==> config.mk <==
export PLATFORM = sky130hd
export DESIGN_NAME = nnrs_div
export DESIGN_NICKNAME = d
export VERILOG_FILES = /design/src/hdl/nnrs_pkg.sv /design/src/hdl/nnrs_div.sv
export SDC_FILE = /design/constraint.sdc
export NUM_CORES = 1
export LEC_CHECK = 0
export BUFFER_PORTS_ARGS = -buffer_cell sky130_fd_sc_hd__buf_2
export CORE_UTILIZATION = 46
export DETAILED_ROUTE_END_ITERATION = 10
export SYNTH_ARGS = -nofsm -noshare
export SYNTH_HDL_FRONTEND = slang
export SYNTH_SLANG_ARGS = --single-unit
==> constraint.sdc <==
create_clock -name clk -period 5.2 [get_ports clk]
set_input_delay 0.26 -clock clk [delete_from_list [all_inputs] [get_ports clk]]
set_output_delay 0.26 -clock clk [all_outputs]
set_load 0.005 [all_outputs]
==> src/hdl/nnrs_pkg.sv <==
// Shared types, codes and default sizes for the nearest-neighbor RGBA scaler.
// No dependencies.
package nnrs_pkg;

  localparam int unsigned DEF_MAX_DIM         = 4096;
  localparam longint unsigned DEF_MAX_PIXEL_COUNT = 64'd16777216;
  localparam int unsigned DEF_STORE_WORDS     = 1048576;

  localparam int unsigned DIM_W   = 13;
  localparam int unsigned PITCH_W = 16;
  localparam int unsigned COORD_W = 12;
  localparam int unsigned LADDR_W = 20;
  localparam int unsigned PIX_W   = 32;
  localparam int unsigned CFG_IDX_W  = 3;
  localparam int unsigned CFG_DATA_W = 16;

  // numerator (2c+1)*dim, denominator 2*dim, quotient below dim
  localparam int unsigned NUM_W = 2 * DIM_W;
  localparam int unsigned DEN_W = DIM_W + 1;
  localparam int unsigned QUO_W = DIM_W;

  typedef enum logic [CFG_IDX_W-1:0] {
    REG_SRC_WIDTH  = 3'd0,
    REG_SRC_HEIGHT = 3'd1,
    REG_ROW_PITCH  = 3'd2,
    REG_OUT_WIDTH  = 3'd3,
    REG_OUT_HEIGHT = 3'd4,
    REG_BGRA_ORDER = 3'd5,
    REG_FLIP_ROWS  = 3'd6
  } reg_idx_t;

  typedef enum logic {
    CMD_LOAD  = 1'b0,
    CMD_FETCH = 1'b1
  } cmd_t;

  typedef enum logic [1:0] {
    ST_OK        = 2'd0,
    ST_BAD_SRC   = 2'd1,
    ST_BAD_OUT   = 2'd2,
    ST_OUT_RANGE = 2'd3
  } status_t;

  typedef struct packed {
    logic               cmd;
    logic [LADDR_W-1:0] load_address;
    logic [PIX_W-1:0]   load_pixel;
    logic [COORD_W-1:0] out_x;
    logic [COORD_W-1:0] out_y;
  } in_word_t;

  typedef struct packed {
    logic [7:0] red;
    logic [7:0] green;
    logic [7:0] blue;
    logic [7:0] alpha;
    logic [1:0] status;
  } out_word_t;

  typedef struct packed {
    logic [DIM_W-1:0]   src_width;
    logic [DIM_W-1:0]   src_height;
    logic [PITCH_W-1:0] row_pitch_words;
    logic [DIM_W-1:0]   out_width;
    logic [DIM_W-1:0]   out_height;
    logic               bgra_order;
    logic               flip_rows;
    logic               src_bad;
    logic               out_bad;
  } cfg_t;

  // data that rides alongside the divider pipeline
  typedef struct packed {
    logic               cmd;
    logic [LADDR_W-1:0] load_address;
    logic [PIX_W-1:0]   load_pixel;
    logic [1:0]         status;
  } side_t;

endpackage

==> src/hdl/nnrs_div.sv <==
// Pipelined restoring divider, one quotient bit per stage.
// Depends on nnrs_pkg.
module nnrs_div import nnrs_pkg::*; (
  input  logic             clk,
  input  logic             en,
  input  logic [NUM_W-1:0] num,
  input  logic [DEN_W-1:0] den,
  output logic [QUO_W-1:0] quo
);

  localparam int unsigned RW = NUM_W + 1;

  logic [RW-1:0]    rem_r [QUO_W];
  logic [QUO_W-1:0] quo_r [QUO_W];

  for (genvar k = 0; k < QUO_W; k++) begin : g_stage
    localparam int unsigned SH = QUO_W - 1 - k;
    logic [RW-1:0]    rem_in, dsh;
    logic [QUO_W-1:0] quo_in;
    if (k == 0) begin : g_first
      assign rem_in = RW'(num);
      assign quo_in = '0;
    end else begin : g_next
      assign rem_in = rem_r[k-1];
      assign quo_in = quo_r[k-1];
    end
    assign dsh = RW'(den) << SH;
    always_ff @(posedge clk) begin
      if (en) begin
        if (rem_in >= dsh) begin
          rem_r[k] <= rem_in - dsh;
          quo_r[k] <= quo_in | (QUO_W'(1) << SH);
        end else begin
          rem_r[k] <= rem_in;
          quo_r[k] <= quo_in;
        end
      end
    end
  end

  assign quo = quo_r[QUO_W-1];

endmodule
## Word-level counts from Yosys, hierarchy flattened

Memories as Yosys holds them, arrays and structs flattened.
Index checks and enable logic that the tools add are counted.

| storage, ports and cells | value |
|---|---|
| bits in registers | 0 |
| bits in writable memories | 520 |
| logic and storage cells | 158 |
| memories kept | 2 |

Memory list:

| memory | words | bits a word | read ports | clocked after Yosys merged registers in | write ports | line | source |
|---|---|---|---|---|---|---|---|
| rem_r | 13 | 27 | 12 | 0 | 13 | nnrs_div.sv:13 | `logic [RW-1:0] rem_r [QUO_W];` |
| quo_r | 13 | 13 | 13 | 0 | 13 | nnrs_div.sv:14 | `logic [QUO_W-1:0] quo_r [QUO_W];` |

| operators by class | value |
|---|---|
| multiplexer cells | 104 |
| add/sub/neg operators | 13 |
| bitwise gates (word level) | 26 |
| magnitude comparators | 13 |

Operators with widths:

| cell | count |
|---|---|
| 2-to-1 mux 27 bit | 13 |
| 2-to-1 mux 13 bit | 13 |
| 2-to-1 mux 1 bit | 78 |
| greater-or-equal comparator 27 x 14 -> 1 bit | 1 |
| greater-or-equal comparator 27 x 15 -> 1 bit | 1 |
| greater-or-equal comparator 27 x 16 -> 1 bit | 1 |
| greater-or-equal comparator 27 x 17 -> 1 bit | 1 |
| greater-or-equal comparator 27 x 18 -> 1 bit | 1 |
| greater-or-equal comparator 27 x 19 -> 1 bit | 1 |
| greater-or-equal comparator 27 x 20 -> 1 bit | 1 |
| greater-or-equal comparator 27 x 21 -> 1 bit | 1 |
| greater-or-equal comparator 27 x 22 -> 1 bit | 1 |
| greater-or-equal comparator 27 x 23 -> 1 bit | 1 |
| greater-or-equal comparator 27 x 24 -> 1 bit | 1 |
| greater-or-equal comparator 27 x 25 -> 1 bit | 1 |
| subtractor 26 x 26 -> 27 bit | 1 |
| subtractor 27 x 14 -> 27 bit | 1 |
| subtractor 27 x 15 -> 27 bit | 1 |
| subtractor 27 x 16 -> 27 bit | 1 |
| subtractor 27 x 17 -> 27 bit | 1 |
| subtractor 27 x 18 -> 27 bit | 1 |
| subtractor 27 x 19 -> 27 bit | 1 |
| subtractor 27 x 20 -> 27 bit | 1 |
| subtractor 27 x 21 -> 27 bit | 1 |
| 6 further kinds | 31 |

## Depth between registers and ports, before layout

Gate-level depths: netlist (run 1).
An unclocked memory read counts as a cell.

| depth | value |
|---|---|
| word-level depth | 6 |
| gate-level depth with buffers | 14 |
| depth with buffers taken out | 13 |

## Worst setup path after synthesis (run 1)

OpenSTA, ideal clock, no wires.

| path | value |
|---|---|
| path kind | input-to-reg |
| from | input den[1] |
| to | memory rem_r[2][11] (netlist name), data pin |
| arrival time | 2854 ps |
| buffers on the path | 2 |
| setup slack | 2086 ps |
| required time | 4940 ps |
| stages on the path | 10 |
| cells stage by stage | inv_1 > ha_1 > nor2b_1 > o31a_1 > o31a_1 > a211oi_1 > and3_1 > buf_2 > buf_2 > mux2_2 |

RTL lines:

| what | line | source |
|---|---|---|
| start: declaration | nnrs_div.sv:7 | `input logic [DEN_W-1:0] den,` |
| end: declaration | nnrs_div.sv:13 |  |

==> results.md, run 1 <==
* Area of the multi-input gates at 11,520 sq um
* Buf+Inv Stages, Crit Path at 2
* RSZ-0062 raised after global routing: false
* Post-Place Cell Area at 25,710 sq um
* H-Tree Depth at 2
* Top delay family on crit path: compound AO/OA/AOI/OAI gates
* Starting Density at 46.69%
* Top_reg_cell synth: edfxtp_1
* Nets at 2,555
* WHS Path Cells at 3
* Least-Margin Pin Slew at 0.8880 ns
* Pins Over Slew Limit at 0
* Max VDD drop at 0.3445 mV
* Routability Congestion at 0.9317
* CP Launch Type: flip-flop
* First-pass GRT wire length at 92.91 mm
* Fin crit period at 3.524 ns
* Yosys top cell area share at 50.69%
* Via Count at 17,510
* Ports at 55
* Slowest stage delay, CP at 0.57 ns
* Worst reg2reg path depth at 10
* CP endpoint kind: flip-flop
* Die width at 233.2 um
* DRT Wirelength at 59.31 mm
* GR Util All Layers at 22.04%
* TritonRoute pass-1 iters at 6
* Largest net degree at the start of global routing at 131
* Clock Path Buffers at 3
* Synth area leader: edfxtp_1
* Fmax achieved at 283.8 MHz
* Vias in the first global route at 17,020
* Synth Area per Inst at 11.04 sq um
* Antenna Nets Post-Route at 0
* Post-DP HPWL at 43.46 mm
* Vias per std cell at 5.751
* Critical-path cell list: inv_1 -> ha_1 -> inv_1 -> fa_1 -> a21o_1 -> a221oi_1 -> o21ai_0 -> a21oi_1 -> o21a_1 -> mux2_2
* Gate Count Post-Synth at 2,227
* LEAKAGE at 0.01021 uW
* Postcts setup bufs at 0
* Fill cell count at 4,561
* Yosys warning total at 0
* Post-route cell area at 27,430 sq um
* # diodes at 0
* Slowest cell on crit path: o21a_1
* CP Max Fanout at 19
* Mapped Nets at 2,463
* Share of post-route cells with drive strength above 1 at 9.253%
* Die Area at 54,370 sq um
* Clock skew at 0.02678 ns
* Clock Latency Late Sink at 0.59 ns
* Sequential fraction of the synthesis area at 50.69%
* R2R Setup Slk at 1.68 ns
* Largest cells by area after synthesis: edfxtp_1 (51%), ha_1 (9.3%), xnor2_1 (3.6%), o21ai_0 (3.5%), a21oi_1 (3.3%)
* Final Core Density at 52.09%
* Root Buffer: clkbuf_16
* Clock-pin slew of the registers on the worst-case setup and hold paths at 0.06 ns
* Hold WC Path Type: in -> reg
* Run status: completed
* P per Cell Area at 495.5 nW/um^2
* Initial antenna violation count at 0
* Slew HR at 39.27%
* Crit path DAT at 3.86 ns
* Max_cap viols at 0
* CTS tree: yes
* Row cnt at 84
* Wire per inst at 19.48 um
* # DRC at 0
* Tcrit/Tclk final at 67.76%
* DR iter-0 viols at 1,235
* Final TNS setup at 0 ns
* Number of synthesized register bits at 415
* Final setup fails at 0
* Mapped cell area at 24,580 sq um
* Core area at 52,660 sq um
* Number of synthesized flops with an enable pin at 415
* Most frequent cell on the critical path: inv_1
* Library cells used by synthesis at 83
* Die Height at 233.2 um
* Grt ovf at 0
* Register area at 12,460 sq um
* Final hold vios at 0
* WS Path Type: reg -> reg
* Clock sinks at 415
* Levels on crit path at 10
* Async SR Flop Fraction at 0%
* CP required at 5.54 ns
* Area grow syn2layout at 11.58%
* Num CTS Buffers at 47
* # port buffers at 54
tightest hold or removal path: cells and delay by family:
kind            cells  cell delay [ns]
buf+inv             1             0.10
compound gates      1             0.10
simple gates        1             0.04
report_power, final:
group | total [uW] | switching [uW] | leakage (uW) | internal, uW
clock network | 3330 | 1340 | 0.000749 | 1990
logic | 4850 | 2730 | 0.00550 | 2110
registers | 5410 | 605 | 0.00397 | 4810
total | 13600 | 4680 | 0.0102 | 8910
sequential cells by signal, indices dropped and copies added (netlist names):
name / flops
rem_r: 324
quo_r: 91
layer usage:
| layer | vias to the layer above | GRT usage, % | wire (um) | share of wire [%] |
|---|---|---|---|---|
| li1 | 8601 | - | - | - |
| met1 | 8374 | 29.12 | 26340 | 44 |
| met2 | 436 | 37.56 | 28570 | 48 |
| met3 | 94 | 2.588 | 2728 | 4.6 |
| met4 | 0 | 7.128 | 1678 | 2.8 |
| met5 | - | 0 | 0 | 0 |
what timing repair did:
item,4_1_cts,5_1_grt
hold buffers,17,0
resized for setup,0,0
endpoints found under the hold margin,17,0
cell usage after synthesis (42+ instances only):
library cell / n
inv_1: 85
edfxtp_1: 415
o21ai_0: 171
a21oi_1: 161
nor3_1: 56
nor2_1: 161
xor2_1: 77
a21o_1: 60
nand3_1: 42
xnor2_1: 102
ha_1: 182
nand2_1: 182
cells in the final DEF, fill, tap and decap left out, types with 27 or more instances in the layout:
master and n:
a21oi_1 161, o21ai_0 171, nor2b_1 35, o21a_1 27
ha_1 182, nand4_1 27, nor4_1 30, inv_1 85
mux2_2 30, clkbuf_16 48, xor2_1 77, nor3_1 56
nand2_1 182, nand3_1 42, xnor2_1 102, edfxtp_1 415
a21o_1 60, nand2b_1 32, buf_4 31, buf_2 53
nor2_1 161
cell families after synthesis:
| family | after synthesis | share of synthesized area [%] |
|---|---|---|
| AND/OR/NAND/NOR | 681 | 13.97 |
| AO/OA/AOI/OAI | 573 | 14.55 |
| flip-flops | 415 | 50.69 |
| adder cells (fa/ha/maj) | 194 | 10.24 |
| XOR/XNOR | 179 | 6.378 |
| buffers and inverters | 147 | 2.428 |
| multiplexers | 38 | 1.741 |
path summary, 6_finish.rpt:
| path | start | to |
|---|---|---|
| max | rem_r[0][11] | rem_r[0][39] |
| min | num[14] | rem_r[0][14] |
| max reg2reg | rem_r[0][11] | rem_r[0][39] |
| min reg2reg | quo_r[0][49] | quo_r[0][62] |
layout make-up:
cell class	count	share of cell area (%)
Clock buffer	57	4.502
Clock inverter	29	1.159
Inverter	87	1.191
Multi-Input combinational cell	1665	42.01
Sequential cell	415	45.43
Tap cell	688	3.138
Timing Repair Buffer	103	2.564
stage by stage:
step	hold WS (ns)	std cells	power (uW)	setup slack (ns)
3_3_place_gp	0.4003	2941	10210	1.497
4_1_cts	0.0005433	3044	13680	1.708
6_report	0.03616	3044	13590	1.676
2_1_floorplan	0.3589	2227	8985	2.086
3_5_place_dp	0.4045	2941	10270	1.364
5_1_grt	0.01543	3044	14460	1.428
No activity file was read; power rests on OpenSTA's default activity.
==> run 2: changes to the inputs <==
==> constraint.sdc (replaced) <==
create_clock -name clk -period 3.3 [get_ports clk]
set_input_delay 0.165 -clock clk [delete_from_list [all_inputs] [get_ports clk]]
set_output_delay 0.165 -clock clk [all_outputs]
set_load 0.005 [all_outputs]
==> run 2 against run 1 <==
Against the previous run: routed wire length up 2.5%; maximum frequency up 11%; worst hold slack better by 0.26 ns; global-route usage up 0.69 points; die area unchanged; largest cell class unchanged; critical path type unchanged; clock skew down 0.0093 ns; clock-buffer cell count unchanged; clock power up 61%; first-iteration DRC count down 6.6%; sequential cell count unchanged; worst setup slack worse by 1.5 ns.
==> results.md, run 2 (synthesis results as in run 1) <==
* Crit path DAT at 3.50 ns (-0.36 ns)
* Grt ovf at 0 (unchanged)
* Die width at 233.2 um (unchanged)
* Clock Latency Late Sink at 0.60 ns (about the same)
* Most frequent cells in the layout: edfxtp_1 (415), nand2_1 (182), ha_1 (182)
* Via Count at 17,640 (+0.78%)
* First-pass GRT wire length at 95.34 mm (+2.6%)
* CP Max Fanout at 4 (-15)
* Num CTS Buffers at 47 (unchanged)
* Post-DP HPWL at 45.97 mm (+5.8%)
* Die Area at 54,370 sq um (unchanged)
* Initial antenna violation count at 1 (+1)
* Clock-pin slew of the registers on the worst-case setup and hold paths at 0.06 ns (about the same)
* R2R Setup Slk at 0.14 ns (-1.54 ns)
* Least-Margin Pin Slew at 0.7481 ns (-0.1398 ns)
* # port buffers at 54 (unchanged)
* RSZ-0062 raised after global routing: false
* Min-delay src: num[7]
* Vias per std cell at 5.611 (-2.4%)
* Share of post-route cells with drive strength above 1 at 12.83% (+3.6 points)
* Flop pwr share at 38.7% (-1.1 points)
* Core area at 52,660 sq um (unchanged)
* WHS Path Cells at 2 (-1)
* Switch share at 34.14% (-0.28 points)
* Hold WC Path Type: in -> reg
* Biggest register: rem_r
* Final Core Density at 54.07% (+2.0 points)
* Clock share of power at 24.4% (about the same)
* Post-Place Cell Area at 26,590 sq um (+3.4%)
* Fmax achieved at 316.2 MHz (+11%)
* Area of the multi-input gates at 11,540 sq um (+0.11%)
* WS Path Type: reg -> reg
* CP required at 3.63 ns (-1.91 ns)
* Max_cap viols at 0 (unchanged)
* Final setup fails at 0 (unchanged)
* Largest net degree at the start of global routing at 106 (-19%)
* Ports at 55 (unchanged)
* Pins Over Slew Limit at 0 (unchanged)
* Dpl ws at -0.05915 ns (-1.423 ns)
* TritonRoute pass-1 iters at 5 (-1)
* Fin crit period at 3.162 ns (-0.3614 ns)
* DR iter-0 viols at 1,153 (-6.6%)
* Worst hold path endpoint: rem_r[0][7]
* # diodes at 0 (unchanged)
* Reg2reg end: rem_r[2][103]
* LEAKAGE at 0.01078 uW (+5.6%)
* Final TNS setup at 0 ns (unchanged)
* H-Tree Depth at 2 (unchanged)
* CTS tree: yes
* Root Buffer: clkbuf_16
* Routability Congestion at 0.9097 (-2.4%)
* Cell-internal power at 14,490 uW (+63%)
* Run status: completed
* Vias in the first global route at 17,210 (+1.1%)
* Net Sw Power at 7512 uW (+61%)
* Final hold vios at 0 (unchanged)
* Max VDD drop at 0.4591 mV (+33%)
* Nets at 2,657 (+4.0%)
* Top Registers: rem_r: 324 flops, quo_r: 91 flops
* Row cnt at 84 (unchanged)
* Clock skew at 0.01748 ns (-0.009295 ns)
* Starting Density at 46.69% (unchanged)
* Antenna Nets Post-Route at 0 (unchanged)
* CP endpoint kind: flip-flop
* Reg2Reg Launch Point: rem_r[2][55]
* Slew HR at 48.83% (+9.6 points)
* # DRC at 0 (unchanged)
* Gate power share at 36.9% (+1.2 points)
* Fin worst setup slack at 0.1379 ns (-1.539 ns)
* Area grow syn2layout at 15.82%
* Clock Path Buffers at 3 (unchanged)
* Worst reg2reg path depth at 12 (+2)
* Fill cell count at 4,524 (-0.81%)
* CP Launch Type: flip-flop
* Clock sinks at 415 (unchanged)
* Wire per inst at 19.34 um (-0.75%)
* GR Util All Layers at 22.73% (+0.69 points)
* Most common cell after layout, fill and taps aside: edfxtp_1
* Die Height at 233.2 um (unchanged)
* Largest register FFs at 324 (unchanged)
* Post-route cell area at 28,470 sq um (+3.8%)
* Register area at 12,460 sq um (unchanged)
* Tcrit/Tclk final at 95.82% (+28 points)
* DRT Wirelength at 60.80 mm (+2.5%)
* P per Cell Area at 772.9 nW/um^2 (+56%)
## run 2: power by group through the flow
stage / clock network [uW] / logic (uW) / registers [uW]
2_1_floorplan: 0 / 5990 / 8160
3_3_place_gp: 0 / 7890 / 8640
3_5_place_dp: 0 / 7980 / 8640
4_1_cts: 5510 / 8070 / 8540
5_1_grt: 5710 / 9080 / 8650
6_report: 5370 / 8110 / 8530
## run 2: area by class of cell
| cell class | instances | area share [%] |
|---|---|---|
| clock inverter | 27 | 1.195 |
| timing repair buffer | 205 | 6.007 |
| multi-input combinational | 1665 | 40.52 |
| inverter | 87 | 1.147 |
| clock buffer | 57 | 4.337 |
| sequential | 415 | 43.77 |
| tap | 688 | 3.024 |
## run 2: worst max-delay path by stage
stage                             from             to  cells past startpoint  slack [ns]
after floorplan                 den[1]   rem_r[2][11]                     10        0.28
after global placement          den[6]   rem_r[0][76]                     13       -0.15
after detailed placement        den[0]  rem_r[2][103]                     12       -0.06
after CTS                 rem_r[2][55]  rem_r[2][103]                     12        0.05
after global routing       rem_r[2][3]   rem_r[2][31]                     12        0.03
final                     rem_r[2][55]  rem_r[2][103]                     12        0.14
## run 2: worst max-delay path, stage by stage, from the launching register on
cell       delay (ns)
edfxtp_1         0.35
inv_1            0.05
ha_1             0.20
fa_1             0.41
nor2b_1          0.17
o2111ai_1        0.18
a31oi_1          0.24
o22ai_1          0.18
o221ai_2         0.26
nor3_2           0.11
a2111oi_1        0.52
buf_4            0.20
xor2_1           0.05
## run 2: metal layers
metal | global-route usage, % | wire length, um | up-vias
li1 | - | - | 8791
met3 | 3.223 | 2374 | 79
met4 | 6.720 | 1490 | 0
met5 | 0 | 0 | -
met1 | 29.89 | 27660 | 8441
met2 | 38.73 | 29280 | 331
## run 2: through the flow
stage	hold WS (ns)	cells	power [uW]
6_report	0.2931	3144	22010
5_1_grt	0.2897	3144	23440
4_1_cts	0.2510	3141	22110
3_5_place_dp	0.3589	3030	16620
3_3_place_gp	0.3520	3030	16540
2_1_floorplan	0.2639	2227	14160
## run 2: what timing repair did
item,4_1_cts,5_1_grt
hold buffers,27,0
pin swaps,0,1
resized for setup,1,4
endpoints found under the setup margin,1,11
hold endpoints to repair,30,0
cloned,0,0
setup buffers,0,3
