[src/hdl/nnrs_pkg.sv]
// Shared types, codes and default sizes for the nearest-neighbor RGBA scaler.
// No dependencies.
package nnrs_pkg;

  localparam int unsigned DEF_MAX_DIM         = 4096;
  localparam longint unsigned DEF_MAX_PIXEL_COUNT = 64'd16777216;
  localparam int unsigned DEF_STORE_WORDS     = 1048576;

  localparam int unsigned DIM_W   = 13;
  localparam int unsigned PITCH_W = 16;
  localparam int unsigned COORD_W = 12;
  localparam int unsigned LADDR_W = 20;
  localparam int unsigned PIX_W   = 32;
  localparam int unsigned CFG_IDX_W  = 3;
  localparam int unsigned CFG_DATA_W = 16;

  // numerator (2c+1)*dim, denominator 2*dim, quotient below dim
  localparam int unsigned NUM_W = 2 * DIM_W;
  localparam int unsigned DEN_W = DIM_W + 1;
  localparam int unsigned QUO_W = DIM_W;

  typedef enum logic [CFG_IDX_W-1:0] {
    REG_SRC_WIDTH  = 3'd0,
    REG_SRC_HEIGHT = 3'd1,
    REG_ROW_PITCH  = 3'd2,
    REG_OUT_WIDTH  = 3'd3,
    REG_OUT_HEIGHT = 3'd4,
    REG_BGRA_ORDER = 3'd5,
    REG_FLIP_ROWS  = 3'd6
  } reg_idx_t;

  typedef enum logic {
    CMD_LOAD  = 1'b0,
    CMD_FETCH = 1'b1
  } cmd_t;

  typedef enum logic [1:0] {
    ST_OK        = 2'd0,
    ST_BAD_SRC   = 2'd1,
    ST_BAD_OUT   = 2'd2,
    ST_OUT_RANGE = 2'd3
  } status_t;

  typedef struct packed {
    logic               cmd;
    logic [LADDR_W-1:0] load_address;
    logic [PIX_W-1:0]   load_pixel;
    logic [COORD_W-1:0] out_x;
    logic [COORD_W-1:0] out_y;
  } in_word_t;

  typedef struct packed {
    logic [7:0] red;
    logic [7:0] green;
    logic [7:0] blue;
    logic [7:0] alpha;
    logic [1:0] status;
  } out_word_t;

  typedef struct packed {
    logic [DIM_W-1:0]   src_width;
    logic [DIM_W-1:0]   src_height;
    logic [PITCH_W-1:0] row_pitch_words;
    logic [DIM_W-1:0]   out_width;
    logic [DIM_W-1:0]   out_height;
    logic               bgra_order;
    logic               flip_rows;
    logic               src_bad;
    logic               out_bad;
  } cfg_t;

  // data that rides alongside the divider pipeline
  typedef struct packed {
    logic               cmd;
    logic [LADDR_W-1:0] load_address;
    logic [PIX_W-1:0]   load_pixel;
    logic [1:0]         status;
  } side_t;

endpackage

[src/hdl/nnrs_cfg.sv]
// Configuration registers and registered geometry checks.
// Depends on nnrs_pkg.
module nnrs_cfg import nnrs_pkg::*; #(
  parameter int unsigned     MAX_DIM         = DEF_MAX_DIM,
  parameter longint unsigned MAX_PIXEL_COUNT = DEF_MAX_PIXEL_COUNT,
  parameter int unsigned     STORE_WORDS     = DEF_STORE_WORDS
) (
  input  logic                  clk,
  input  logic                  rst_n,
  input  logic                  cfg_we,
  input  logic [CFG_IDX_W-1:0]  cfg_index,
  input  logic [CFG_DATA_W-1:0] cfg_wdata,
  output cfg_t                  cfg
);

  logic [DIM_W-1:0]   src_width_r, src_height_r, out_width_r, out_height_r;
  logic [PITCH_W-1:0] pitch_r;
  logic               bgra_r, flip_r, src_bad_r, out_bad_r;
  logic               src_bad_nxt, out_bad_nxt;
  logic [2*DIM_W-1:0] src_area, out_area;
  logic [PITCH_W+DIM_W:0] src_span;
  logic [DIM_W-1:0]   src_hm1;

  always_ff @(posedge clk) begin
    if (!rst_n) begin
      src_width_r  <= '0;
      src_height_r <= '0;
      pitch_r      <= '0;
      out_width_r  <= '0;
      out_height_r <= '0;
      bgra_r       <= 1'b0;
      flip_r       <= 1'b0;
      src_bad_r    <= 1'b1;
      out_bad_r    <= 1'b1;
    end else begin
      src_bad_r <= src_bad_nxt;
      out_bad_r <= out_bad_nxt;
      if (cfg_we) begin
        case (cfg_index)
          REG_SRC_WIDTH:  src_width_r  <= cfg_wdata[DIM_W-1:0];
          REG_SRC_HEIGHT: src_height_r <= cfg_wdata[DIM_W-1:0];
          REG_ROW_PITCH:  pitch_r      <= cfg_wdata[PITCH_W-1:0];
          REG_OUT_WIDTH:  out_width_r  <= cfg_wdata[DIM_W-1:0];
          REG_OUT_HEIGHT: out_height_r <= cfg_wdata[DIM_W-1:0];
          REG_BGRA_ORDER: bgra_r       <= cfg_wdata[0];
          REG_FLIP_ROWS:  flip_r       <= cfg_wdata[0];
          default: ;
        endcase
      end
    end
  end

  always_comb begin
    src_area = (2*DIM_W)'(src_width_r) * (2*DIM_W)'(src_height_r);
    out_area = (2*DIM_W)'(out_width_r) * (2*DIM_W)'(out_height_r);
    src_hm1  = src_height_r - DIM_W'(1);
    src_span = (PITCH_W+DIM_W+1)'(pitch_r) * (PITCH_W+DIM_W+1)'(src_hm1)
             + (PITCH_W+DIM_W+1)'(src_width_r);
    out_bad_nxt = (out_width_r == '0) || (out_height_r == '0)
               || (32'(out_width_r) > 32'(MAX_DIM)) || (32'(out_height_r) > 32'(MAX_DIM))
               || (64'(out_area) > 64'(MAX_PIXEL_COUNT));
    src_bad_nxt = (src_width_r == '0) || (src_height_r == '0)
               || (32'(src_width_r) > 32'(MAX_DIM)) || (32'(src_height_r) > 32'(MAX_DIM))
               || (64'(src_area) > 64'(MAX_PIXEL_COUNT))
               || (pitch_r < PITCH_W'(src_width_r))
               || (64'(src_span) > 64'(STORE_WORDS));
  end

  assign cfg = '{src_width: src_width_r, src_height: src_height_r,
                 row_pitch_words: pitch_r, out_width: out_width_r,
                 out_height: out_height_r, bgra_order: bgra_r, flip_rows: flip_r,
                 src_bad: src_bad_r, out_bad: out_bad_r};

endmodule

[config.mk]
export PLATFORM = sky130hd
export DESIGN_NAME = nnrs_cfg
export DESIGN_NICKNAME = d
export VERILOG_FILES = /design/src/hdl/nnrs_pkg.sv /design/src/hdl/nnrs_cfg.sv
export SDC_FILE = /design/constraint.sdc
export NUM_CORES = 1
export LEC_CHECK = 0
export ABC_AREA = 1
export ABC_CLOCK_PERIOD_IN_PS = 6650
export BUFFER_PORTS_ARGS = -buffer_cell sky130_fd_sc_hd__buf_2
export CELL_PAD_IN_SITES_DETAIL_PLACEMENT = 0
export CELL_PAD_IN_SITES_GLOBAL_PLACEMENT = 1
export CORE_MARGIN = 2
export CORE_UTILIZATION = 48
export DETAILED_ROUTE_END_ITERATION = 16
export PLACE_DENSITY = 0.82
export SETUP_SLACK_MARGIN = 0.2
export SYNTH_ARGS = -nofsm -noshare
export SYNTH_HDL_FRONTEND = slang
export SYNTH_SLANG_ARGS = --single-unit
[constraint.sdc]
create_clock -name clk -period 6.65 [get_ports clk]
set_input_delay 1.33 -clock clk [delete_from_list [all_inputs] [get_ports clk]]
set_output_delay 1.33 -clock clk [all_outputs]
set_load 0.02 [all_outputs]
== Word level (Yosys, flattened, before mapping) ==
Index checks and enable logic that the tools add are counted.

* Shift operators: 0
* $add $sub $neg: 2
* Equality and inequality tests: 6
* Reductions and logical operators: 22
* Magnitude comparators: 8
* Muxes and demuxes: 0
* Bitwise operators: 0
* Multiply operators: 3
* Divide/modulo/power cells: 0

{| class="wikitable"
|+ Operators with widths
! cell !! count
|-
| 13-bit greater-than comparator (second input constant) || 4
|-
| 26-bit by 25-bit greater-than comparator with 1-bit output (second input constant) || 2
|-
| 13-bit logical NOT || 4
|-
| 13-bit by 13-bit multiplier with 26-bit output || 2
|-
| 29-bit by 13-bit adder with 30-bit output || 1
|-
| 30-bit by 21-bit greater-than comparator with 1-bit output (second input constant) || 1
|-
| 16-bit by 13-bit multiplier with 29-bit output || 1
|-
| 16-bit by 13-bit < comparator with 1-bit output || 1
|-
| 2-bit AND reduction || 7
|-
| 13-bit by 1-bit subtractor with 13-bit output (second input constant) || 1
|-
| 1-bit logical OR || 10
|-
| 3-bit == test (second input constant) || 3
|-
| 3-bit by 2-bit == test with 1-bit output (second input constant) || 2
|-
| 3-bit by 1-bit == test with 1-bit output (second input constant) || 1
|-
| 3-bit logical NOT || 1
|}

* Memories kept: 0
* Memory bits (read-only): 0
* Bits in writable memories: 0
* Flip-flop bits (word level): 72
* Output and inout bits: 72
* Logic and storage cells: 50
* Bits in latches: 0
* Input bits: 22

== Depth between registers and ports, before layout ==
Gate-level depths: netlist (run 1).

* Depth in word-level cells: 7
* Gate-level depth with buffers: 39
* Depth with buffers taken out: 38

== Worst setup path after synthesis (run 1) ==
No wires, ideal clock.

* Path kind: reg-to-reg
* Start point: reg src_height_r[1]
* End point: reg src_bad_r
* Clock period less this slack: 6.240 ns
* Library setup time: 0.120 ns
* Data required time: 6.530 ns
* Slack: 0.410 ns
* Data arrival time: 6.121 ns
* Path buffers: 2
* Cell stages (with the launch flop): 35
* Cells stage by stage: dfxtp_1 > clkbuf_1 > inv_1 > ha_1 > inv_1 > nor2_4 > nand2_1 > nand2_1 > inv_1 > clkbuf_1 > nand2_1 > fa_1 > fa_1 > fa_1 > inv_1 > fa_1 > fa_1 > inv_1 > fa_1 > inv_1 > ha_1 > nand2_1 > inv_1 > nand2_1 > nand2_1 > a21oi_1 > nand2_1 > nand2_1 > nand2_1 > nand2_1 > nand2_1 > nor2_1 > nand3_1 > nor2_1 > nand3_1

* Longest elaborated chain between the ends: 7
* Elaborated cells on any way between the ends: 14
* Classes of those cells: add/sub: 2; mul: 2; order compare: 3; reduce/logical: 7

{| class="wikitable"
|+ RTL lines
! item !! RTL line !! text
|-
| start: declaration || nnrs_cfg.sv:16 || <nowiki>logic [DIM_W-1:0] src_width_r, src_height_r, out_width_r, out_height_r;</nowiki>
|-
| start signal: assignment || nnrs_cfg.sv:41 || <nowiki>REG_SRC_HEIGHT: src_height_r <= cfg_wdata[DIM_W-1:0];</nowiki>
|-
| branches (longest 6 deep; another with 29-bit by 13-bit adder with 30-bit output) || n/a ||
|-
| 1-bit logical OR * || nnrs_cfg.sv:66 || <nowiki>|| (64'(src_span) > 64'(STORE_WORDS));</nowiki>
|-
| end signal: assignment || nnrs_cfg.sv:36 || <nowiki>src_bad_r <= src_bad_nxt;</nowiki>
|-
| end: declaration || nnrs_cfg.sv:18 || <nowiki>logic bgra_r, flip_r, src_bad_r, out_bad_r;</nowiki>
|}

Mark *: on every way between the ends.
A chain may end at the register's enable or synchronous reset.

== Final worst setup path (run 1) ==
Ends and elaborated chain as after synthesis.

==> results of run 1 <==
==> kinds of logic (layout without fill, tap and decap cells) <==
family	after synthesis	count (layout)	share of synthesized area [%]
simple gates	1327	1327	23.3
buf+inv	940	1028	15.6
fa+ha+maj	661	661	49.1
compound gates	227	227	5.09
flops	72	72	6.26
xor+xnor	18	18	0.685
other cells	0	1	0
==> worst max-delay path by stage <==
stage | startpoint | end | slack, ns | depth (start not counted)
6_report | src_height_r[1]$_SDFFE_PN0P_ | src_bad_r$_SDFF_PN1_ | 0.39 | 33
5_1_grt | src_height_r[1]$_SDFFE_PN0P_ | src_bad_r$_SDFF_PN1_ | 0.12 | 35
4_1_cts | src_height_r[1]$_SDFFE_PN0P_ | src_bad_r$_SDFF_PN1_ | 0.20 | 33
3_5_place_dp | src_height_r[1]$_SDFFE_PN0P_ | src_bad_r$_SDFF_PN1_ | -0.0004 | 34
3_3_place_gp | src_height_r[1]$_SDFFE_PN0P_ | src_bad_r$_SDFF_PN1_ | 0.17 | 34
2_1_floorplan | src_height_r[1]$_SDFFE_PN0P_ | src_bad_r$_SDFF_PN1_ | 0.41 | 34
==> synth_stat cells, types with 6 or more instances <==
| cell | number | area, um^2 |
|---|---|---|
| nor2_1 | 221 | 830 |
| nand4_1 | 32 | 200 |
| inv_2 | 8 | 30.0 |
| inv_1 | 820 | 3080 |
| a21o_1 | 8 | 60.1 |
| nand3_1 | 120 | 601 |
| buf_4 | 6 | 45.0 |
| a21oi_1 | 126 | 631 |
| xnor2_1 | 7 | 61.3 |
| nor3_1 | 13 | 65.1 |
| clkbuf_1 | 89 | 334 |
| xor2_1 | 11 | 96.3 |
| nand2_1 | 917 | 3440 |
| ha_1 | 255 | 3190 |
| fa_1 | 406 | 8130 |
| clkinv_1 | 6 | 22.5 |
| nor4_1 | 6 | 37.5 |
| dfxtp_1 | 72 | 1440 |
| o21ai_0 | 84 | 420 |
==> final cells by class <==
type,instances,share of cell area (%)
flip-flops and latches,72,5.75
repair buffers,178,4.47
well taps,615,3.05
clock buffers,13,1.03
multi-input cells,2233,73.1
diodes,1,0.00993
clock inverters,3,0.159
inverters,834,12.5
==> routing by layer <==
metal / global-route usage [%] / part of all wire [%] / wire [um]
met4: 7.62 / 2.4 / 1660
met2: 46.1 / 45 / 30700
met1: 39.2 / 44 / 30300
met3: 7.32 / 8.8 / 6040
met5: 0 / 0 / 0
==> through the flow <==
stage	setup TNS [ns]	power [mW]	std cells	util [%]
floorplan	0	1.29	3245	-
global placement	0	1.73	3915	51.2
detailed placement	-0.000433	1.74	3915	51.2
CTS	0	2.27	3932	51.8
global route	0	2.65	3948	53.0
finish	0	2.47	3949	53.0
==> worst max-delay path, delay by kind of cell, from the launching register on <==
kind / cells / cell delay [ns]
fa+ha+maj: 7 / 3.53
simple gates: 18 / 1.68
flops: 1 / 0.33
buf+inv: 8 / 0.54
==> power by group through the flow <==
stage | combinational [mW] | sequential [mW] | clock (mW)
2_1_floorplan | 0.793 | 0.492 | 0
3_3_place_gp | 1.22 | 0.508 | 0
3_5_place_dp | 1.23 | 0.508 | 0
4_1_cts | 1.26 | 0.499 | 0.511
5_1_grt | 1.63 | 0.504 | 0.524
6_report | 1.47 | 0.501 | 0.504
==> state kept, by name (all words and copies together), names as in the netlist <==
register,count
src_bad_r,1
src_height_r,13
src_width_r,13
bgra_r,1
out_height_r,13
out_bad_r,1
pitch_r,16
out_width_r,13
flip_r,1
==> repair_timing <==
item,in CTS,in global routing
endpoints found under the setup margin,1,1
pin swaps,2,42
setup buffers,1,16
resized for setup,11,125
==> results.py, run 1 <==
metrics = {
    "status": {
        "outcome": "finished, final reports clean",
    },
    "worst_setup_path": {
        "r2r_slack_ns": 0.39,
        "slowest_delay_ns": 0.63,
        "criticalPathCategory": "register to register",
        "reg2reg_depth": 33,
        "required_ns": 6.85,
        "crit_path_end_kind": "register",
        "start_kind": "register",
        "reg2reg_to": "src_bad_r$_SDFF_PN1_",
        "critical_path.max_fanout": 4,
        "cp_common_cell": "inv_2",
        "cpMaxStageDelayCell": "fa_2",
        "worstReg2RegStart": "src_height_r[1]$_SDFFE_PN0P_",
        "cp.arrival_ns": 6.46,
    },
    "route": {
        "ant_nets": 0,
        "vias": 20203,
        "routed_wl_um": 68700,
        "wl_per_cell_um": 17.4,
        "dr.pass1.iters": 7,
        "drc": 0,
        "drt_iter0_drc": 1494,
        "viasPerCell": 5.12,
    },
    "placement": {
        "gp_congestion": 0.988,
        "place_ws_ns": -0.000433,
        "io_buffers": 93,
        "hpwl_um": 58100,
        "dpl_cell_area_um2": 24300,
    },
    "global_routing": {
        "grt_pass1_wl_um": 112000,
        "antenna_found_initial": 3,
        "grt_max_degree": 71,
        "grt_use_total_pct": 28.9,
        "grt_overflow": 0,
        "grt_pass1_vias": 21069,
    },
    "power_and_ir_drop": {
        "cellPowerDensity_nw_per_um2": 98.1,
        "p_leak_nw": 14.5,
        "intPower_mw": 1.31,
        "p_comb_share_pct": 59.3,
        "vdd_drop_max_v": 0.000129,
        "p_sw_share_pct": 47.1,
        "p_clk_share_pct": 20.4,
        "power_frac_seq_pct": 20.3,
        "p_sw_mw": 1.16,
    },
    "floorplan": {
        "die-area_um2": 49700,
        "fp-row-count": 80,
        "core_um2": 47500,
        "ioPinCount": 94,
        "initial_core_util_pct": 48.4,
        "die_w_um": 223,
        "dieHeight_um": 223,
    },
    "final_layout": {
        "drive_above_1_share_pct": 9.51,
        "finalInstanceArea_um2": 25200,
        "layout_commonest_cell": "nand2_1",
        "fillers": 4725,
        "multiInputGateArea_um2": 18400,
        "area_growth_pct": 9.37,
        "layout_common_cells": "nand2_1 (890), inv_1 (805), fa_1 (396)",
        "regArea_um2": 1450,
        "nets": 4011,
    },
    "sta": {
        "period_minus_slack_ns": 6.26,
        "drv_slew": 0,
        "worst_slack_ns": 0.392,
        "fmax_ghz": 0.160,
        "tightest_slew_ns": 0.995,
        "setup_violations": 0,
        "fin_skew_ns": 0.00749,
        "rsz0062_at_grt": "yes",
        "maxSlewHeadroom_pct": 33.6,
        "fin_crit_sh_pct": 94.1,
        "finalHoldViolations": 0,
        "whs_ns": 0.494,
    },
    "cts": {
        "root_buffer": "clkbuf_16",
        "cts_tree": "built",
        "clockBufferDepth": 2,
        "htreeDepth": 3,
        "cts.sinks": 72,
        "clk_pin_slew_ns": 0.06,
        "insertion_delay_ns": 0.35,
        "numCtsBuffers": 9,
        "postCtsHoldBufs": 0,
    },
    "yosys": {
        "ys.flop_type": "dfxtp_1",
        "yosysUniqueCellTypes": 36,
        "synth_area_um2": 23000,
        "synth_fp_nets": 3928,
        "ys_ff_latch": 72,
        "ys_seq_area_share_pct": 6.26,
        "synth_cells": 3245,
        "synth_edf_count": 0,
        "syn_area_per_cell_um2": 7.10,
        "yosysWarningCount": 0,
        "synth_async_sr_flop_share_pct": 0,
    },
    "hold_path": {
        "whs_endpoint": "src_height_r[1]$_SDFFE_PN0P_",
        "hp-class": "register to register",
        "worstHoldStart": "src_height_r[1]$_SDFFE_PN0P_",
        "hold_depth": 2,
    },
    "flow_run": {
        "cap_violations": 0,
    },
}
(Power assumes the default switching activity.)
==> run 2: changes to the inputs <==
--- a/constraint.sdc
+++ b/constraint.sdc
@@ -3,2 +3,2 @@
 set_output_delay 1.33 -clock clk [all_outputs]
-set_load 0.02 [all_outputs]
+set_load 0.05 [all_outputs]
==> run 2 against run 1 <==
- flip-flop and latch count stayed put
- setup slack gained 0.16 ns
- critical path depth did not move
- combinational power is 11% lower
- register-to-register slack gained 0.16 ns
- cell count fell by 0.13%
- largest power group unchanged
- clock power barely moved
- cell area decreased by 0.97%
==> results.py, run 2 (synthesized netlist as in run 1, its figures left out) <==
metrics = {
    "floorplan": {
        "core_um2": 47500,
        "dieHeight_um": 223,
        "fp-row-count": 80,
        "ioPinCount": 94,
        "initial_core_util_pct": 48.4,
        "die-area_um2": 49700,
        "die_w_um": 223,
    },
    "global_routing": {
        "gr-usage-met1_pct": 37.2,
        "grt_overflow": 0,
        "grt_max_degree": 71,
        "met2_usage_pct": 48.3,
        "grt_pass1_vias": 20664,
        "grt_pass1_wl_um": 110000,
        "grt_use_total_pct": 28.1,
        "globalRouteMet3Util_pct": 3.56,
        "antenna_found_initial": 2,
        "grt-busiest-layer": "met2",
    },
    "sta": {
        "maxSlewHeadroom_pct": 23.1,
        "setup_violations": 0,
        "fin_skew_ns": 0.0309,
        "drv_slew": 0,
        "finalHoldViolations": 0,
        "tns_ns": 0,
        "rsz0062_at_grt": "no",
        "period_minus_slack_ns": 6.10,
        "tightest_slew_ns": 1.15,
        "fin_crit_sh_pct": 91.7,
        "fmax_ghz": 0.164,
    },
    "placement": {
        "hpwl_um": 57200,
        "io_buffers": 93,
        "gp_congestion": 0.952,
        "dpl.cell_count": 3914,
        "dpl_cell_area_um2": 24300,
    },
    "worst_setup_path": {
        "crit_path_end_kind": "register",
        "criticalPathCategory": "register to register",
        "cp.arrival_ns": 6.36,
        "cp_common_cell": "nand2_1",
        "cpMaxStageDelayCell": "fa_1",
        "start_kind": "register",
        "worstReg2RegStart": "src_height_r[1]$_SDFFE_PN0P_",
        "critical_path.max_fanout": 16,
        "required_ns": 6.91,
        "slowest_delay_ns": 0.53,
        "cp-startpoint": "src_height_r[1]$_SDFFE_PN0P_",
    },
    "status": {
        "outcome": "finished, final reports clean",
    },
    "final_layout": {
        "largest_reg_flops": 16,
        "multiInputGateArea_um2": 18200,
        "nets": 4004,
        "regArea_um2": 1440,
        "fillers": 4771,
        "fin_util_pct": 52.5,
        "layout_common_cells": "nand2_1 (905), inv_1 (812), fa_1 (406)",
        "area_growth_pct": 8.31,
        "finalInstanceArea_um2": 24900,
        "largest-register": "pitch_r",
        "drive_above_1_share_pct": 8.03,
        "layout_commonest_cell": "nand2_1",
        "instances_no_fill": 3944,
    },
    "route": {
        "viasPerCell": 5.20,
        "vias": 20513,
        "dr.pass1.iters": 5,
        "routed_wl_um": 68200,
        "wl_per_cell_um": 17.3,
        "drc": 0,
        "drt_iter0_drc": 1483,
        "ant_nets": 0,
    },
    "power_and_ir_drop": {
        "p_leak_nw": 14.5,
        "vdd_drop_max_v": 0.0000888,
        "cellPowerDensity_nw_per_um2": 92.7,
    },
    "cts": {
        "root_buffer": "clkbuf_16",
        "insertion_delay_ns": 0.37,
        "clk_pin_slew_ns": 0.10,
        "htreeDepth": 3,
        "cts.sinks": 72,
        "cts_tree": "built",
        "clockBufferDepth": 2,
        "numCtsBuffers": 9,
        "postCtsHoldBufs": 0,
    },
    "flow_run": {
        "cap_violations": 0,
    },
    "hold_path": {
        "hp-class": "register to register",
        "worstHoldStart": "src_height_r[1]$_SDFFE_PN0P_",
    },
}
## run 2: cell count changes in the layout (fill, tap and decap cells not counted), sizes merged
cell	before	now
diode	1	3
inv	828	831
bufinv	1	0
clkbuf	13	9
clkinvlp	1	5
clkinv	7	5
buf	178	171
## run 2: worst paths after layout
kind	to	slack, ns	depth (start not counted)
worst min-delay path	src_height_r[1]$_SDFFE_PN0P_	0.51	2
worst min register to register	src_height_r[1]$_SDFFE_PN0P_	0.51	2
worst max-delay path	src_bad_r$_SDFF_PN1_	0.55	33
worst max register to register	src_bad_r$_SDFF_PN1_	0.55	33
## run 2: stage by stage
stage | worst slack, ns | power, mW | hold slack [ns]
detailed placement | 0.177 | 1.70 | 0.486
CTS | 0.207 | 2.21 | 0.494
finish | 0.553 | 2.31 | 0.513
global route | 0.138 | 2.49 | 0.514
floorplan | 0.261 | 1.32 | 0.448
global placement | 0.227 | 1.69 | 0.461
## run 2: final cells by class
class | count | share of cell area, %
multi-input cells | 2233 | 73.1
inverters | 834 | 12.6
flip-flops and latches | 72 | 5.79
repair buffers | 171 | 4.24
well taps | 615 | 3.08
clock buffers | 9 | 0.903
clock inverters | 7 | 0.246
diodes | 3 | 0.0301
## run 2: critical path: cells and delay by family (launching register included)
family	cells	cell delay, ns
adders and majority gates	7	3.09
DFF	1	0.32
buffers and inverters	8	0.75
and+or+nand+nor	16	1.48
AOI/OAI and AO/OA	2	0.35
## run 2: where the power goes
group          total (mW)  internal, mW  leakage (nW)  switching, mW
combinational        1.31         0.470          13.7          0.835
clock               0.506         0.262         0.135          0.244
sequential          0.502         0.447         0.586         0.0541
total                2.31          1.18          14.5           1.13
## run 2: routing by layer
metal	up-vias	part of all wire (%)
li1	9714	-
met2	656	49
met5	-	0
met3	116	6.3
met1	10027	42
met4	0	2.9
## run 2: repair_timing
item,CTS,global route
endpoints found under the setup margin,1,1
resized for setup,1,74
pin swaps,0,6
cloned,0,0
setup buffers,0,11
==> run 3: changes to the inputs <==
Settings changed: PLACE_DENSITY 0.82 to 0.83.
==> run 3 against run 2 <==
- setup slack worse by 0.077 ns
- cell area up 1.4%
- flip-flop and latch count unchanged
- sequential share of layout area down 0.055 points
- die area unchanged
- critical path depth down 7
- sequential power about the same
- wire length about the same
- combinational power up 16%
- highest routed layer unchanged
==> results.py, run 3 (synthesized netlist as in run 1, its figures left out) <==
metrics = {
    "sta": {
        "tightest_slew_ns": 0.936,
        "drv_slew": 0,
        "rsz0062_at_grt": "no",
        "fin_skew_ns": 0.0165,
        "setup_violations": 0,
        "whs_ns": 0.509,
        "maxSlewHeadroom_pct": 37.5,
        "period_minus_slack_ns": 6.17,
        "fin_crit_sh_pct": 92.8,
        "tns_ns": 0,
        "fmax_ghz": 0.162,
        "finalHoldViolations": 0,
        "worst_slack_ns": 0.476,
    },
    "final_layout": {
        "largest-register": "pitch_r",
        "drive_above_1_share_pct": 9.94,
        "nets": 4017,
        "area_growth_pct": 9.82,
        "layout_common_cells": "nand2_1 (885), inv_1 (803), fa_1 (397)",
        "largest_reg_flops": 16,
        "finalInstanceArea_um2": 25300,
        "antennaDiodeCount": 0,
        "fillers": 4735,
        "instances_no_fill": 3954,
        "fin_util_pct": 53.2,
        "layout_commonest_cell": "nand2_1",
    },
    "global_routing": {
        "met2_usage_pct": 46.8,
        "grt_pass1_wl_um": 111000,
        "grt_pass1_vias": 20804,
        "globalRouteMet3Util_pct": 5.19,
        "grt_overflow": 0,
        "antenna_found_initial": 0,
        "grt_max_degree": 71,
        "gr-usage-met1_pct": 38.9,
        "grt_use_total_pct": 28.3,
        "grt-busiest-layer": "met2",
    },
    "route": {
        "drc": 0,
        "dr.pass1.iters": 6,
        "routed_wl_um": 68200,
        "wl_per_cell_um": 17.2,
        "ant_nets": 0,
        "drt_iter0_drc": 1365,
        "viasPerCell": 5.16,
        "vias": 20397,
    },
    "worst_setup_path": {
        "criticalPathCategory": "register to register",
        "start_kind": "register",
        "cp.arrival_ns": 6.40,
        "crit_path_end_kind": "register",
        "cp_common_cell": "fa_1",
        "critical_path.max_fanout": 30,
        "slowest_delay_ns": 0.59,
        "cpMaxStageDelayCell": "fa_1",
        "required_ns": 6.87,
    },
    "placement": {
        "gp_congestion": 0.966,
        "hpwl_um": 57300,
        "io_buffers": 93,
        "dpl.cell_count": 3912,
        "dpl_cell_area_um2": 24300,
        "place_ws_ns": 0.115,
    },
    "cts": {
        "numCtsBuffers": 9,
        "htreeDepth": 3,
        "cts.sinks": 72,
        "clk_pin_slew_ns": 0.07,
        "clockBufferDepth": 2,
        "root_buffer": "clkbuf_16",
        "cts_tree": "built",
        "insertion_delay_ns": 0.36,
        "postCtsHoldBufs": 0,
    },
    "floorplan": {
        "ioPinCount": 94,
        "dieHeight_um": 223,
        "initial_core_util_pct": 48.4,
        "die-area_um2": 49700,
        "fp-row-count": 80,
        "die_w_um": 223,
        "core_um2": 47500,
    },
    "hold_path": {
        "hp-class": "register to register",
    },
    "power_and_ir_drop": {
        "cellPowerDensity_nw_per_um2": 101,
        "p_leak_nw": 14.6,
        "total_power_mw": 2.54,
        "vdd_drop_max_v": 0.000103,
    },
    "status": {
        "outcome": "finished, final reports clean",
    },
    "flow_run": {
        "cap_violations": 0,
    },
}
-- run 3: cell count changes in the layout (fill, tap and decap cells not counted), moves of 4 or more --
cell     before  now
ha_4          6   13
buf_4        76   85
fa_1        406  397
inv_2        10   20
nand2_2      12   29
nand2_1     905  885
inv_1       812  803
fa_2          0    9
nand3_2       3    7
ha_1        243  239
-- run 3: final timing paths --
kind                                 from                            to  slack [ns]  depth (start not counted)
max          src_height_r[0]$_SDFFE_PN0P_          src_bad_r$_SDFF_PN1_        0.48                         26
min          src_height_r[3]$_SDFFE_PN0P_  src_height_r[3]$_SDFFE_PN0P_        0.51                          2
max reg2reg  src_height_r[0]$_SDFFE_PN0P_          src_bad_r$_SDFF_PN1_        0.48                         26
min reg2reg  src_height_r[3]$_SDFFE_PN0P_  src_height_r[3]$_SDFFE_PN0P_        0.51                          2
-- run 3: final cells by class --
| cell class | count | area (um^2) | share of cell area [%] |
|---|---|---|---|
| clock inverter | 5 | 63.8 | 0.252 |
| clock buffer | 11 | 243 | 0.960 |
| inverter | 834 | 3150 | 12.5 |
| multi-input combinational | 2233 | 18400 | 72.9 |
| sequential | 72 | 1450 | 5.73 |
| tap | 615 | 769 | 3.04 |
| timing repair buffer | 184 | 1180 | 4.68 |
-- run 3: metal layers --
| layer | wire length, um | vias to the layer above | share of wire [%] |
|---|---|---|---|
| li1 | - | 9730 | - |
| met1 | 29900 | 9879 | 44 |
| met2 | 31500 | 681 | 46 |
| met3 | 5360 | 107 | 7.9 |
| met4 | 1450 | 0 | 2.1 |
| met5 | 0 | - | 0 |
-- run 3: repair_timing --
action,in CTS,in global routing
pin swaps,0,47
resized for setup,4,142
buffers inserted,0,26
setup endpoints to repair,1,1
-- run 3: worst max-delay path, delay by kind of cell, from the launching register on --
family	cells	cell delay, ns
and+or+nand+nor	13	1.45
buffers and inverters	5	0.54
DFF	1	0.33
AOI/OAI and AO/OA	1	0.25
adders and majority gates	7	3.46
-- run 3: where the power goes --
group / internal (mW) / leakage, nW / switching (mW)
clock network: 0.304 / 0.147 / 0.211
logic: 0.570 / 13.8 / 0.953
registers: 0.447 / 0.588 / 0.0554
